`src/lacm_ram.sv`:
```
module lacm_ram #(
    parameter int WIDTH = 32,
    parameter int DEPTH = 64
) (
    input  logic                     i_clk,
    input  logic                     i_we,
    input  logic [$clog2(DEPTH)-1:0] i_waddr,
    input  logic [WIDTH-1:0]         i_wdata,
    input  logic [$clog2(DEPTH)-1:0] i_raddr,
    output logic [WIDTH-1:0]         o_rdata
);

    logic [WIDTH-1:0] r_mem [DEPTH];

    // One write port and one registered read port.
    always_ff @(posedge i_clk) begin
        if (i_we) begin
            r_mem[i_waddr] <= i_wdata;
        end
        o_rdata <= r_mem[i_raddr];
    end

endmodule

```
`config.mk`:
```
export PLATFORM = sky130hd
export DESIGN_NAME = lacm_ram
export DESIGN_NICKNAME = d
export VERILOG_FILES = /design/src/lacm_ram.sv
export SDC_FILE = /design/constraint.sdc
export NUM_CORES = 2
export LEC_CHECK = 0
export ABC_AREA = 1
export BUFFER_PORTS_ARGS = -buffer_cell sky130_fd_sc_hd__buf_2
export CELL_PAD_IN_SITES_DETAIL_PLACEMENT = 0
export CELL_PAD_IN_SITES_GLOBAL_PLACEMENT = 1
export CORE_AREA = 2 2 414 581
export DETAILED_ROUTE_END_ITERATION = 7
export DIE_AREA = 0 0 416 583
export PLACE_DENSITY = 0.53
export SYNTH_ARGS = -nofsm -noshare
export SYNTH_HDL_FRONTEND = slang
export SYNTH_SLANG_ARGS = --single-unit
```
`constraint.sdc`:
```
create_clock -name i_clk -period 5.8 [get_ports i_clk]
set_clock_uncertainty 0.15 [all_clocks]
set_input_delay 0.29 -clock i_clk [delete_from_list [all_inputs] [get_ports i_clk]]
set_output_delay 0.29 -clock i_clk [all_outputs]
set_load 0.02 [all_outputs]
```
==> summary.md <==
| Metric | Value |
|---|---|
| Unrepaired setup endpoints after global routing | false |
| Skew-Pair Late Insertion Delay | between 0.8 and 0.9 ns |
| CTS tree | done |
| Max Freq | roughly 330 MHz |
| Routed via count | about 52000 |
| DR iter-0 viols | 4198 |
| PnR Total Power | 31.8 mW |
| CP peak stage delay | about 1.2 ns |
| CP Buf/Inv Count | 3 |
| Slew HR | roughly 15% |
| Worst hold-check path type | in2reg |
| Setup TNS | 0 ns |
| Post-Syn Area | between 0.08 and 0.09 mm^2 |
| Pin count of the biggest net entering global routing | approximately 170 |
| WS Path Type | in2reg |
| Layout net count | 6846 |
| Post CTS Setup Buffer Count | 0 |
| Worst setup SP type | primary input |
| Syn avg cell area | 12.2 um^2 |
| Netlist cell types | 16 |
| GP Congestion | around 0.75 |
| Port Buf Inserts | a little under 80 |
| DIE AREA | 0.243 mm^2 |
| Peak supply drop | 0.241 mV |
| Via count of the first global-routing pass | approximately 52000 |
| Pre-antenna DRT Iters | 5 |
| Critical path, cell by cell | buf_2 > inv_1 > nand4_1 > nor2_4 > buf_4 |
| Worst-Margin Slew | about 1.3 ns |
| Die Width | 416 um |
| Total Wirelength | roughly 260000 um |
| Critical path peak fanout | 20 |
| Final setup viols | 0 |
| Final min period | slightly above 3 ns |
| H-tree depth | 4 |
| Clock root buffer | clkbuf_16 |
| Max Cap Viol | 0 |
| All-Layer GR Usage | 20.7% |
| Via-per-instance ratio | a little over 5 |
| Final hold violations | 0 |
| CP Capture Type | register |
| Pleak | between 30 and 40 nW |
| DRC Markers | 0 |
| Pwr dens | 340 mW/mm^2 |
| CTS resizes | 0 |
| Status | complete, no violations |
| Initial core utilization | 34.9% |
| Slowest cell on the critical path | nor2_4 |
| Tcrit/Tclk final | 52.1% |
| Initial antenna violation count | 12 |
| Crit-path leading delay family | simple AND/OR/NAND/NOR gates |
| Routed Antenna Nets | 0 |
| Core ar. | around 0.24 mm^2 |
| GR Overflow Total | 0 |
| First-pass GRT wire length | around 370000 um |
| Synthesized instance count | a little under 7000 |
| Mapped Nets | about 6800 |
| Clk sink count | between 2000 and 2500 |
| Die height | 583 um |
| Synthesis-to-finish area growth | 13.3% |
| Synth warn | 0 |
| Post-DP HPWL | about 140000 um |
| Final Max Slew Viols | 0 |
| Number of placed I/O pins | 78 |
| Number of buffers created by CTS | 210 |
| Clock-pin slew on the worst setup and hold paths | 0.06 ns |
| WL per Instance | between 20 and 30 um |
| Crit path DAT | around 3.4 ns |
| Critical Path RT | between 6 and 7 ns |
| Sequential fraction of the synthesis area | 75.1% |
| Max clock buf depth | 4 |
| Yosys reg bits | around 2100 |
| Layout cells sized above 1 | around 8.6% |
| Site Rows | around 210 |
final cells by class:
type,instances,area [um^2]
fillers,22400,144000
clock inverters,110,826
repair buffers,268,2320
clock buffers,263,5670
inverters,12,86.3
well taps,3103,3880
multi-input cells,4228,18800
diodes,3,7.51
flip-flops and latches,2080,62100
repair_timing:
item,in CTS,in global routing
hold endpoints to repair,986,0
endpoints found under the setup margin,0,0
hold buffers,25,0
report_power, final:
group | internal [mW] | leakage [nW] | switching, mW
registers | 16.6 | 18.7 | 0.0650
clock network | 7.44 | 3.20 | 5.74
logic | 0.466 | 10.6 | 1.49
total | 24.5 | 32.5 | 7.30
cells in the final DEF, fill, tap and decap left out, drive strengths merged:
master	synthesis	layout
edfxtp	2048	2048
nor2	56	56
inv	12	12
bufinv	0	13
diode	0	3
nand3	1907	1907
buf	372	242
dfxtp	32	32
dlygate4sd3	0	25
nand2	2248	2248
clkinvlp	0	5
nand4	9	9
clkbuf	77	264
nor4	8	8
clkinv	0	92
worst reg2reg max path, cell delays in order (launching register included):
cell           delay, ns
edfxtp_1            0.37
nand2_1             0.08
nand3_1             0.08
nand3_1             0.13
nand2_1             0.06
nand2_1             0.10
nand3_1             0.27
nand3_1             0.16
nand2_1             0.05
dlygate4sd3_1       0.54
metal layers:
metal / share of wire (%) / up-vias / GRT usage, %
met3: 4.1 / 324 / 2.35
li1: - / 24200 / -
met1: 43 / 26400 / 27.0
met2: 51 / 1136 / 37.0
met5: 0.0047 / - / 0
met4: 1.9 / 2 / 4.41
synth_stat cells:
library cell  instances  area (um^2)
inv_1                 9         33.8
buf_8                 2         30.0
buf_6                 3         33.8
nand3_1            1907         9540
buf_4                45          338
nand4_1               9         56.3
buf_2               282         1410
clkbuf_1             77          289
inv_4                 1         6.26
dfxtp_1              32          641
nand2_1            2248         8440
buf_1                40          150
nor4_1                8         50.1
edfxtp_1           2048        61500
nor2_1               56          210
inv_2                 2         7.51
sequential cells by signal (all words and copies together), names as in the netlist:
register / cells
o_rdata: 32
r_mem: 2048
logic make-up after synthesis:
family | count (synthesis) | share of synthesized area (%)
AND/OR/NAND/NOR | 4228 | 22.1
flip-flops | 2080 | 75.1
buffers and inverters | 461 | 2.78
final timing paths:
path / startpoint / end / slack [ns] / cells after the start
max: i_waddr[1] / r_mem[12][18]$_DFFE_PP_ / 2.78 / 5
min: i_wdata[22] / r_mem[1][22]$_DFFE_PP_ / 0.03 / 2
max reg2reg: r_mem[15][17]$_DFFE_PP_ / o_rdata[17]$_DFF_P_ / 3.70 / 9
min reg2reg: r_mem[14][30]$_DFFE_PP_ / o_rdata[30]$_DFF_P_ / 0.65 / 8
through the flow:
step / setup slack [ns] / area (um^2) / cells / utilization, % / hold slack [ns]
6_report: 2.78 / 93700 / 10100 / 39.5 / 0.0274
4_1_cts: 2.91 / 93700 / 10100 / 39.5 / 0.00283
3_3_place_gp: 2.11 / 87000 / 9666 / 36.6 / 0.560
5_1_grt: 2.65 / 93700 / 10100 / 39.5 / 0.0449
3_5_place_dp: 2.06 / 87000 / 9666 / 36.6 / 0.558
2_1_floorplan: 1.23 / 82700 / 6769 / - / 0.239
Power figures use the tool's default switching activity.
